`src/rtl/pls_pkg.sv`:
```
// Shared types, constants and control structures of the positional list store.
package pls_pkg;

   localparam int CAPACITY_DEFAULT   = 16;
   localparam int WORD_WIDTH_DEFAULT = 32;

   localparam int FUNC_WIDTH   = 3;
   localparam int POS_WIDTH    = 5;
   localparam int VALUE_WIDTH  = 32;
   localparam int READ_WIDTH   = 32;
   localparam int STATUS_WIDTH = 2;
   localparam int LEN_WIDTH    = 5;

   localparam int REQ_DATA_BITS   = POS_WIDTH + VALUE_WIDTH;
   localparam int REQ_TDATA_WIDTH = ((REQ_DATA_BITS + 7) / 8) * 8;
   localparam int RSP_DATA_BITS   = READ_WIDTH + LEN_WIDTH;
   localparam int RSP_TDATA_WIDTH = ((RSP_DATA_BITS + 7) / 8) * 8;

   typedef enum logic [FUNC_WIDTH-1:0] {
      FUNC_APPEND = 3'd0,
      FUNC_GET    = 3'd1,
      FUNC_SET    = 3'd2,
      FUNC_INSERT = 3'd3,
      FUNC_DELETE = 3'd4
   } func_type;

   typedef enum logic [STATUS_WIDTH-1:0] {
      STATUS_DONE = 2'd0,
      STATUS_FULL = 2'd1,
      STATUS_NONE = 2'd2
   } status_type;

   typedef enum logic [1:0] {
      RD_AT_K,
      RD_BELOW,
      RD_ABOVE
   } rd_sel_type;

   typedef enum logic [2:0] {
      ST_IDLE,
      ST_EXEC,
      ST_GET_WAIT,
      ST_INS_RD,
      ST_INS_WR,
      ST_DEL_RD,
      ST_DEL_WR,
      ST_DONE
   } state_type;

   typedef struct packed {
      logic       load_req;
      logic       mem_rd;
      rd_sel_type rd_sel;
      logic       mem_wr;
      logic       wr_shift;
      logic       idx_load_count;
      logic       idx_load_k;
      logic       idx_dec;
      logic       idx_inc;
      logic       count_inc;
      logic       count_dec;
      logic       load_rsp;
   } cmd_type;

   typedef struct packed {
      func_type   func;
      status_type status;
      logic       idx_at_k;
      logic       del_last;
      logic       rsp_free;
   } stat_type;

endpackage

```
`src/rtl/positional_list_store.sv`:
```
// Ordered list of up to CAPACITY words with positional append, get, set,
// insert and delete requests, one response per request.
// The request channel carries the operation in req_tuser and the position
// and value in req_tdata; the response channel returns the word read and the
// length in rsp_tdata and the status in rsp_tuser.
// Requests are handled one at a time. Each passes from idle through the
// execute state and its own states to the done state, which loads the
// response, and the next request is taken only back in idle.
// Insert and delete move each element above the target slot through the
// single element memory, one read and one write per element, in
// alternating read and write states. At most CAPACITY-1 elements move.
// Reset empties the list at once; stored words need no clearing because only
// written slots are ever read. While a response waits, the next request is
// still accepted and processed; it is held at its end until the waiting
// response is taken, so a stalled receiver never loses a response.
module positional_list_store import pls_pkg::*; #(
   parameter int CAPACITY   = CAPACITY_DEFAULT,
   parameter int WORD_WIDTH = WORD_WIDTH_DEFAULT
) (
   input  logic                       clock,
   input  logic                       reset,
   input  logic                       req_tvalid,
   output logic                       req_tready,
   // position [4:0], value [36:5], zero fill above
   input  logic [REQ_TDATA_WIDTH-1:0] req_tdata,
   // func [2:0]
   input  logic [FUNC_WIDTH-1:0]      req_tuser,
   output logic                       rsp_tvalid,
   input  logic                       rsp_tready,
   // read_word [31:0], length [36:32], zero fill above
   output logic [RSP_TDATA_WIDTH-1:0] rsp_tdata,
   // status [1:0]
   output logic [STATUS_WIDTH-1:0]    rsp_tuser
);

   cmd_type  cmd;
   stat_type stat;

   logic [READ_WIDTH-1:0] read_word;
   logic [LEN_WIDTH-1:0]  length;

   pls_control u_control (
      .clock      (clock),
      .reset      (reset),
      .req_tvalid (req_tvalid),
      .req_tready (req_tready),
      .stat       (stat),
      .cmd        (cmd)
   );

   pls_datapath #(
      .CAPACITY   (CAPACITY),
      .WORD_WIDTH (WORD_WIDTH)
   ) u_datapath (
      .clock         (clock),
      .reset         (reset),
      .cmd           (cmd),
      .stat          (stat),
      .req_func      (req_tuser),
      .req_position  (req_tdata[POS_WIDTH-1:0]),
      .req_value     (req_tdata[REQ_DATA_BITS-1:POS_WIDTH]),
      .rsp_ready     (rsp_tready),
      .rsp_valid     (rsp_tvalid),
      .rsp_read_word (read_word),
      .rsp_status    (rsp_tuser),
      .rsp_length    (length)
   );

   assign rsp_tdata = {{(RSP_TDATA_WIDTH - RSP_DATA_BITS){1'b0}}, length, read_word};

   // A request is taken only when the controller is idle again.
   assert property (@(posedge clock) disable iff (reset)
      (req_tvalid && req_tready) |=> !req_tready)
      else $error("request accepted while the previous one is in progress");

   // A full-list response always reports a list at capacity.
   assert property (@(posedge clock) disable iff (reset)
      (rsp_tvalid && rsp_tuser == STATUS_FULL) |->
      (length == LEN_WIDTH'(CAPACITY)))
      else $error("full status with a list below capacity");

   // Only a successful get returns a word; errors return zero.
   assert property (@(posedge clock) disable iff (reset)
      (rsp_tvalid && rsp_tuser != STATUS_DONE) |-> (read_word == '0))
      else $error("word returned with an error status");

   // Every response is loaded by the controller in its final state.
   assert property (@(posedge clock) disable iff (reset)
      cmd.load_rsp |=> rsp_tvalid)
      else $error("response load did not raise valid");

endmodule

```
`src/rtl/pls_control.sv`:
```
// Controller state machine that sequences each list request.
module pls_control import pls_pkg::*; (
   input  logic     clock,
   input  logic     reset,
   input  logic     req_tvalid,
   output logic     req_tready,
   input  stat_type stat,
   output cmd_type  cmd
);

   state_type state_ff, state_in;

   always_ff @(posedge clock) begin
      if (reset) begin
         state_ff <= ST_IDLE;
      end else begin
         state_ff <= state_in;
      end
   end

   always_comb begin
      cmd        = '0;
      state_in   = state_ff;
      req_tready = 1'b0;
      case (state_ff)
         ST_IDLE: begin
            req_tready = 1'b1;
            if (req_tvalid) begin
               cmd.load_req = 1'b1;
               state_in     = ST_EXEC;
            end
         end
         ST_EXEC: begin
            if (stat.status != STATUS_DONE) begin
               state_in = ST_DONE;
            end else begin
               case (stat.func)
                  FUNC_APPEND, FUNC_INSERT: begin
                     cmd.idx_load_count = 1'b1;
                     state_in           = ST_INS_RD;
                  end
                  FUNC_GET: begin
                     cmd.mem_rd = 1'b1;
                     cmd.rd_sel = RD_AT_K;
                     state_in   = ST_GET_WAIT;
                  end
                  FUNC_SET: begin
                     cmd.mem_wr = 1'b1;
                     state_in   = ST_DONE;
                  end
                  FUNC_DELETE: begin
                     cmd.idx_load_k = 1'b1;
                     state_in       = ST_DEL_RD;
                  end
                  default: begin
                     state_in = ST_DONE;
                  end
               endcase
            end
         end
         ST_GET_WAIT: begin
            state_in = ST_DONE;
         end
         // Insert walks down from the end, moving each element up by one.
         ST_INS_RD: begin
            if (stat.idx_at_k) begin
               cmd.mem_wr    = 1'b1;
               cmd.count_inc = 1'b1;
               state_in      = ST_DONE;
            end else begin
               cmd.mem_rd = 1'b1;
               cmd.rd_sel = RD_BELOW;
               state_in   = ST_INS_WR;
            end
         end
         ST_INS_WR: begin
            cmd.mem_wr   = 1'b1;
            cmd.wr_shift = 1'b1;
            cmd.idx_dec  = 1'b1;
            state_in     = ST_INS_RD;
         end
         // Delete walks up from the removed slot, moving each element down.
         ST_DEL_RD: begin
            if (stat.del_last) begin
               cmd.count_dec = 1'b1;
               state_in      = ST_DONE;
            end else begin
               cmd.mem_rd = 1'b1;
               cmd.rd_sel = RD_ABOVE;
               state_in   = ST_DEL_WR;
            end
         end
         ST_DEL_WR: begin
            cmd.mem_wr   = 1'b1;
            cmd.wr_shift = 1'b1;
            cmd.idx_inc  = 1'b1;
            state_in     = ST_DEL_RD;
         end
         ST_DONE: begin
            if (stat.rsp_free) begin
               cmd.load_rsp = 1'b1;
               state_in     = ST_IDLE;
            end
         end
         default: begin
            state_in = ST_IDLE;
         end
      endcase
   end

endmodule

```
`src/rtl/pls_datapath.sv`:
```
// Datapath: element memory, length counter, walk index and response register.
module pls_datapath import pls_pkg::*; #(
   parameter int CAPACITY   = CAPACITY_DEFAULT,
   parameter int WORD_WIDTH = WORD_WIDTH_DEFAULT
) (
   input  logic                    clock,
   input  logic                    reset,
   input  cmd_type                 cmd,
   output stat_type                stat,
   input  logic [FUNC_WIDTH-1:0]   req_func,
   input  logic [POS_WIDTH-1:0]    req_position,
   input  logic [VALUE_WIDTH-1:0]  req_value,
   input  logic                    rsp_ready,
   output logic                    rsp_valid,
   output logic [READ_WIDTH-1:0]   rsp_read_word,
   output logic [STATUS_WIDTH-1:0] rsp_status,
   output logic [LEN_WIDTH-1:0]    rsp_length
);

   localparam int AW = $clog2(CAPACITY);
   localparam int CW = $clog2(CAPACITY + 1);
   localparam int XW = (CW > POS_WIDTH) ? CW : POS_WIDTH;

   logic [WORD_WIDTH-1:0] mem [CAPACITY];

   logic [CW-1:0]         count_ff, count_in;
   logic [AW-1:0]         idx_ff, idx_in;
   logic [AW-1:0]         k_ff, k_in;
   func_type              func_ff, func_in;
   status_type            status_ff, status_in;
   logic [WORD_WIDTH-1:0] word_ff, word_in;
   logic [WORD_WIDTH-1:0] rdata_ff;
   logic                  rsp_valid_ff;
   logic [READ_WIDTH-1:0] rsp_word_ff;
   status_type            rsp_status_ff;
   logic [LEN_WIDTH-1:0]  rsp_length_ff;

   logic [XW-1:0]         pos_x, cnt_x, pos_m1, clamp_get, clamp_ins, idx_next_x;
   logic                  full;
   logic [AW-1:0]         rd_addr, wr_addr;
   logic [WORD_WIDTH-1:0] wr_data;
   logic [WORD_WIDTH+VALUE_WIDTH-1:0] word_ext;
   logic [READ_WIDTH+WORD_WIDTH-1:0]  read_ext;

   // Decode of a new request against the length held before it.
   always_comb begin
      pos_x     = XW'(req_position);
      cnt_x     = XW'(count_ff);
      pos_m1    = (pos_x == '0) ? '0 : pos_x - XW'(1);
      clamp_get = ((pos_x < cnt_x) ? pos_x : cnt_x) - XW'(1);
      clamp_ins = (pos_m1 > cnt_x) ? cnt_x : pos_m1;
      full      = (count_ff == CW'(CAPACITY));
      func_in   = func_type'(req_func);
      word_ext  = {{WORD_WIDTH{1'b0}}, req_value};
      word_in   = word_ext[WORD_WIDTH-1:0];
      status_in = STATUS_DONE;
      k_in      = '0;
      case (func_in)
         FUNC_APPEND: begin
            status_in = full ? STATUS_FULL : STATUS_DONE;
            k_in      = cnt_x[AW-1:0];
         end
         FUNC_GET, FUNC_SET: begin
            status_in = (pos_x == '0 || cnt_x == '0) ? STATUS_NONE : STATUS_DONE;
            k_in      = clamp_get[AW-1:0];
         end
         FUNC_INSERT: begin
            status_in = full ? STATUS_FULL : STATUS_DONE;
            k_in      = clamp_ins[AW-1:0];
         end
         FUNC_DELETE: begin
            status_in = (pos_m1 >= cnt_x) ? STATUS_NONE : STATUS_DONE;
            k_in      = pos_m1[AW-1:0];
         end
         default: begin
            status_in = STATUS_DONE;
            k_in      = '0;
         end
      endcase
   end

   always_ff @(posedge clock) begin
      if (cmd.load_req) begin
         func_ff   <= func_in;
         status_ff <= status_in;
         k_ff      <= k_in;
         word_ff   <= word_in;
      end
   end

   always_comb begin
      idx_in = idx_ff;
      if (cmd.idx_load_count) begin
         idx_in = count_ff[AW-1:0];
      end else if (cmd.idx_load_k) begin
         idx_in = k_ff;
      end else if (cmd.idx_dec) begin
         idx_in = idx_ff - AW'(1);
      end else if (cmd.idx_inc) begin
         idx_in = idx_ff + AW'(1);
      end
   end

   always_ff @(posedge clock) begin
      idx_ff <= idx_in;
   end

   always_comb begin
      count_in = count_ff;
      if (cmd.count_inc) begin
         count_in = count_ff + CW'(1);
      end else if (cmd.count_dec) begin
         count_in = count_ff - CW'(1);
      end
   end

   always_ff @(posedge clock) begin
      if (reset) begin
         count_ff <= '0;
      end else begin
         count_ff <= count_in;
      end
   end

   always_comb begin
      case (cmd.rd_sel)
         RD_AT_K:  rd_addr = k_ff;
         RD_BELOW: rd_addr = idx_ff - AW'(1);
         RD_ABOVE: rd_addr = idx_ff + AW'(1);
         default:  rd_addr = k_ff;
      endcase
      wr_addr = cmd.wr_shift ? idx_ff : k_ff;
      wr_data = cmd.wr_shift ? rdata_ff : word_ff;
   end

   always_ff @(posedge clock) begin
      if (cmd.mem_wr) begin
         mem[wr_addr] <= wr_data;
      end
      if (cmd.mem_rd) begin
         rdata_ff <= mem[rd_addr];
      end
   end

   assign idx_next_x = XW'(idx_ff) + XW'(1);
   assign read_ext   = {{READ_WIDTH{1'b0}}, rdata_ff};

   // The response register frees up in the same cycle that its result is taken.
   always_ff @(posedge clock) begin
      if (reset) begin
         rsp_valid_ff <= 1'b0;
      end else if (cmd.load_rsp) begin
         rsp_valid_ff <= 1'b1;
      end else if (rsp_ready) begin
         rsp_valid_ff <= 1'b0;
      end
   end

   always_ff @(posedge clock) begin
      if (cmd.load_rsp) begin
         rsp_word_ff   <= (func_ff == FUNC_GET && status_ff == STATUS_DONE) ?
                          read_ext[READ_WIDTH-1:0] : '0;
         rsp_status_ff <= status_ff;
         rsp_length_ff <= cnt_x[LEN_WIDTH-1:0];
      end
   end

   assign stat.func     = func_ff;
   assign stat.status   = status_ff;
   assign stat.idx_at_k = (idx_ff == k_ff);
   assign stat.del_last = (idx_next_x >= cnt_x);
   assign stat.rsp_free = !rsp_valid_ff || rsp_ready;

   assign rsp_valid     = rsp_valid_ff;
   assign rsp_read_word = rsp_word_ff;
   assign rsp_status    = rsp_status_ff;
   assign rsp_length    = rsp_length_ff;

endmodule
```
`config.mk`:
```
export PLATFORM = sky130hd
export DESIGN_NAME = positional_list_store
export DESIGN_NICKNAME = d
export VERILOG_FILES = /design/src/rtl/pls_pkg.sv /design/src/rtl/positional_list_store.sv /design/src/rtl/pls_control.sv /design/src/rtl/pls_datapath.sv
export SDC_FILE = /design/constraint.sdc
export NUM_CORES = 1
export LEC_CHECK = 0
export ABC_AREA = 0
export BUFFER_PORTS_ARGS = -buffer_cell sky130_fd_sc_hd__buf_2
export CAP_MARGIN = 20
export CELL_PAD_IN_SITES_DETAIL_PLACEMENT = 0
export CELL_PAD_IN_SITES_GLOBAL_PLACEMENT = 1
export CORE_ASPECT_RATIO = 1.2
export CORE_MARGIN = 1.5
export CORE_UTILIZATION = 49
export CTS_CLUSTER_SIZE = 24
export DETAILED_ROUTE_END_ITERATION = 6
export HOLD_SLACK_MARGIN = 0.03
export PLACE_DENSITY = 0.87
export SETUP_SLACK_MARGIN = 0.02
export SLEW_MARGIN = 40
export SYNTH_ARGS = -nofsm -noshare
export SYNTH_HDL_FRONTEND = slang
export SYNTH_SLANG_ARGS = --single-unit
```
`constraint.sdc`:
```
create_clock -name clock -period 4 [get_ports clock]
set_input_delay 0.8 -clock clock [delete_from_list [all_inputs] [get_ports clock]]
set_output_delay 0.8 -clock clock [all_outputs]
set_load 0.01 [all_outputs]
```
==> impl_metrics.sql <==
INSERT INTO impl_metrics (metric_group, metric, value, unit) VALUES
('outcome', 'outcome', 'complete, but fails checks', ''),
('outcome', 'failed_checks', 'setup timing', ''),
('route', 'wire_per_inst', '26.4', 'um'),
('yosys', 'synthesis.instances', '1260', ''),
('clock_network', 'cts_num_sinks', '637', ''),
('worst_setup_path', 'arrival_time_worst_endpoint', '4550', 'ps'),
('yosys', 'synth_edf_count', '628', ''),
('worst_setup_path', 'critical_path.endpoint_type', 'flop', ''),
('global_route', 'grt_use_total', '0.215', ''),
('floorplanning', 'die_h', '256', 'um'),
('global_route', 'grt_max_degree', '35', ''),
('yosys', 'netlist_area', '0.0260', 'mm2'),
('yosys', 'yosysTopAreaCellShare', '0.724', ''),
('floorplanning', 'floorplan.core_area', '0.0525', 'mm2'),
('sta', 'worst_pin_slew', '789', 'ps'),
('flow_run', 'max_cap_viol_count', '0', ''),
('power_and_ir_drop', 'pwr_density_cell', '552', 'mW/mm2'),
('route', 'route.final.wire_length', '58600', 'um'),
('yosys', 'synth_top_family_by_area', 'multiplexers', ''),
('clock_network', 'holdBufCountCts', '0', ''),
('power_and_ir_drop', 'power_switching_share', '0.251', ''),
('yosys', 'syn-mean-instance-area', '20.7', 'um2'),
('sta', 'slew_headroom', '0.470', ''),
('route', 'route.met2.wl', '29800', 'um'),
('worst_setup_path', 'setup.worst_path.start_class', 'flop', ''),
('yosys', 'synth.mux.area_fraction', '0.178', ''),
('yosys', 'synth_flop_cell', 'sky130_fd_sc_hd__edfxtp_1', ''),
('floorplanning', 'design.die.area', '0.0545', 'mm2'),
('yosys', 'synth.ff_latch_count', '637', ''),
('layout', 'final_cell_area', '0.0305', 'mm2'),
('sta', 'final.setup_skew', '15.9', 'ps'),
('layout', 'syn_to_final_growth', '17.0', '%'),
('yosys', 'async_reset_ff_frac', '0', ''),
('route', 'drt_drc_violations_left', '0', ''),
('placement', 'gp_congestion', '0.847', ''),
('worst_setup_path', 'critical_path_required', '4360', 'ps'),
('sta', 'fin_setup_tns', '-4030', 'ps'),
('route', 'ant_nets', '0', ''),
('placement', 'port-buffer-count', '84', ''),
('sta', 'timing.final.crit_share', '1.05', ''),
('clock_network', 'clock-root-buffer', 'sky130_fd_sc_hd__clkbuf_16', ''),
('worst_setup_path', 'critical_path.max_fanout', '15', ''),
('global_route', 'globalRouteOverflowTotal', '0', ''),
('layout', 'multiInputGateArea', '0.00662', 'mm2'),
('power_and_ir_drop', 'vdd_drop_max', '386', 'uV'),
('yosys', 'synthesis.yosys.warnings', '0', ''),
('floorplanning', 'initial_util', '0.496', ''),
('power_and_ir_drop', 'power_leakage', '10.6', 'nW'),
('power_and_ir_drop', 'clock_power_share', '0.337', ''),
('layout', 'sequential_cell_area', '0.0190', 'mm2'),
('worst_setup_path', 'timing.setup.critical_path_class', 'flop to flop', ''),
('global_route', 'grt_pass1_vias', '13292', ''),
('sta', 'finalMaxSlewViolations', '0', ''),
('yosys', 'post_synthesis_simple_gate_area_fraction', '0.0316', ''),
('route', 'drtIter0Drc', '1553', ''),
('sta', 'setup_repair_after_global_routing_missed_its_margin', 'yes', ''),
('yosys', 'synthDistinctLibCells', '63', ''),
('power_and_ir_drop', 'comb_power_share', '0.186', ''),
('yosys', 'yosys-top-cells-area', 'sky130_fd_sc_hd__edfxtp_1 (72%), sky130_fd_sc_hd__mux4_1 (8.9%), sky130_fd_sc_hd__mux2i_1 (4.1%)', ''),
('power_and_ir_drop', 'p_sw', '4.22', 'mW'),
('layout', 'drive_above_1_share', '0.295', ''),
('yosys', 'synth_xor_area_frac', '0.00605', ''),
('route', 'highest_layer', 'met4', ''),
('layout', 'num_antenna_cells', '0', ''),
('sta', 'final_critical_path_setup_slack', '-184', 'ps'),
('clock_network', 'h-tree-depth', '2', ''),
('clock_network', 'tritoncts_clock_tree', 'yes', ''),
('route', 'm1WireLength', '22700', 'um'),
('sta', 'setup-violations-final', '32', ''),
('clock_network', 'worstSkewPairLatency', '620', 'ps'),
('sta', 'final_hold_viol_count', '0', '');
-- Yosys cell counts (all sizes together), types with 3 or more instances --
| cell type | number |
|---|---|
| mux4 | 128 |
| clkbuf | 12 |
| a31oi | 4 |
| nor3b | 5 |
| nand2b | 6 |
| edfxtp | 628 |
| o21ai | 19 |
| nor3 | 12 |
| nor2b | 7 |
| and2 | 35 |
| nand2 | 19 |
| buf | 49 |
| a21o | 7 |
| nand4 | 3 |
| inv | 20 |
| mux2 | 33 |
| o31ai | 4 |
| and3 | 5 |
| xnor2 | 15 |
| a211oi | 4 |
| nor2 | 45 |
| dfxtp | 9 |
| mux2i | 106 |
| xor2 | 3 |
| nand3 | 6 |
| a21oi | 19 |
| ha | 24 |
-- area by class of cell --
cell class	instances	share of cell area
sequential	637	0.625
multi-input combinational	544	0.217
timing repair buffer	201	0.0625
clock buffer	67	0.0508
tap	705	0.0289
clock inverter	44	0.0133
inverter	20	0.00246
-- final timing paths --
check	from	endpoint	slack (ps)	depth (start not counted)
worst max-delay path	u_datapath.idx_ff[0]	u_datapath.rdata_ff[5]	-180	15
worst min-delay path	req_tdata[16]	u_datapath.word_ff[11]	350	1
worst max register to register	u_datapath.idx_ff[0]	u_datapath.rdata_ff[5]	-180	15
worst min register to register	u_datapath.status_ff[0]	u_datapath.rsp_status[0]	490	0
-- through the flow --
stage,hold WS [ps],power [mW],utilization,cells
finish,348,16.8,0.580,2218
global route,333,17.4,0.580,2218
CTS,320,16.8,0.577,2211
detailed placement,476,10.9,0.535,2082
global placement,469,10.8,0.535,2082
floorplan,436,10.0,-,1262
-- registers in the layout (all words and copies together) (netlist names), 4 cells and up --
| signal | count |
|---|---|
| u_datapath.cnt_x | 5 |
| u_datapath.word_ff | 32 |
| u_datapath.mem | 512 |
| u_datapath.rsp_length | 5 |
| u_datapath.rdata_ff | 32 |
| u_datapath.rsp_read_word | 32 |
| u_datapath.idx_ff | 4 |
| u_datapath.k_ff | 4 |
-- logic make-up (layout without fill, tap and decap cells) --
logic type                 after synthesis  in the layout
buffers and inverters                   81            332
DFF                                    637            637
muxes                                  267            267
and+or+nand+nor                        156            156
adders and majority gates               25             25
xor gates and xnor gates                18             18
AOI/OAI and AO/OA                       75             75
other                                    1              3
-- layer usage --
metal / global-route usage / vias up
li1: - / 5596
met1: 0.287 / 6843
met2: 0.358 / 645
met3: 0.0347 / 102
met4: 0.0810 / 0
met5: 0 / -
-- worst max-delay path, cell delays in order, from the launching register on --
cell and delay [ps]:
sky130_fd_sc_hd__edfxtp_1 430, sky130_fd_sc_hd__ha_2 210, sky130_fd_sc_hd__xor2_1 140, sky130_fd_sc_hd__ha_1 290
sky130_fd_sc_hd__a21o_1 160, sky130_fd_sc_hd__a21o_1 150, sky130_fd_sc_hd__a211o_1 270, sky130_fd_sc_hd__or3_4 360
sky130_fd_sc_hd__ha_4 320, sky130_fd_sc_hd__nor3_4 50, sky130_fd_sc_hd__a21oi_4 230, sky130_fd_sc_hd__buf_6 210
sky130_fd_sc_hd__buf_12 180, sky130_fd_sc_hd__mux4_1 580, sky130_fd_sc_hd__mux2i_1 230, sky130_fd_sc_hd__mux2i_1 100
-- cells in the final DEF (no fill, tap or decap), types with 18 or more instances in the layout --
cell and instances:
sky130_fd_sc_hd__buf_2 84, sky130_fd_sc_hd__mux4_2 72, sky130_fd_sc_hd__clkbuf_16 63, sky130_fd_sc_hd__buf_4 58
sky130_fd_sc_hd__nor2_4 18, sky130_fd_sc_hd__nor2_1 26, sky130_fd_sc_hd__and2_1 34, sky130_fd_sc_hd__edfxtp_1 628
sky130_fd_sc_hd__nand2_1 19, sky130_fd_sc_hd__mux2_2 33, sky130_fd_sc_hd__mux2i_1 94, sky130_fd_sc_hd__ha_1 21
sky130_fd_sc_hd__mux4_1 56, sky130_fd_sc_hd__inv_1 18, sky130_fd_sc_hd__buf_12 35
-- power groups by stage --
stage / clock (mW) / combinational (mW) / sequential, mW
final: 5.67 / 3.14 / 8.02
after global placement: 0 / 2.69 / 8.14
after global routing: 6.00 / 3.35 / 8.04
after detailed placement: 0 / 2.79 / 8.15
after CTS: 5.74 / 3.01 / 8.02
after floorplan: 0 / 1.93 / 8.10
-- what timing repair did --
action | 4_1_cts | 5_1_grt
buffers inserted | 16 | 6
endpoints found under the setup margin | 32 | 32
gates cloned | 2 | 2
resized for setup | 52 | 30
pin swaps | 5 | 0
Power figures use the tool's default switching activity.
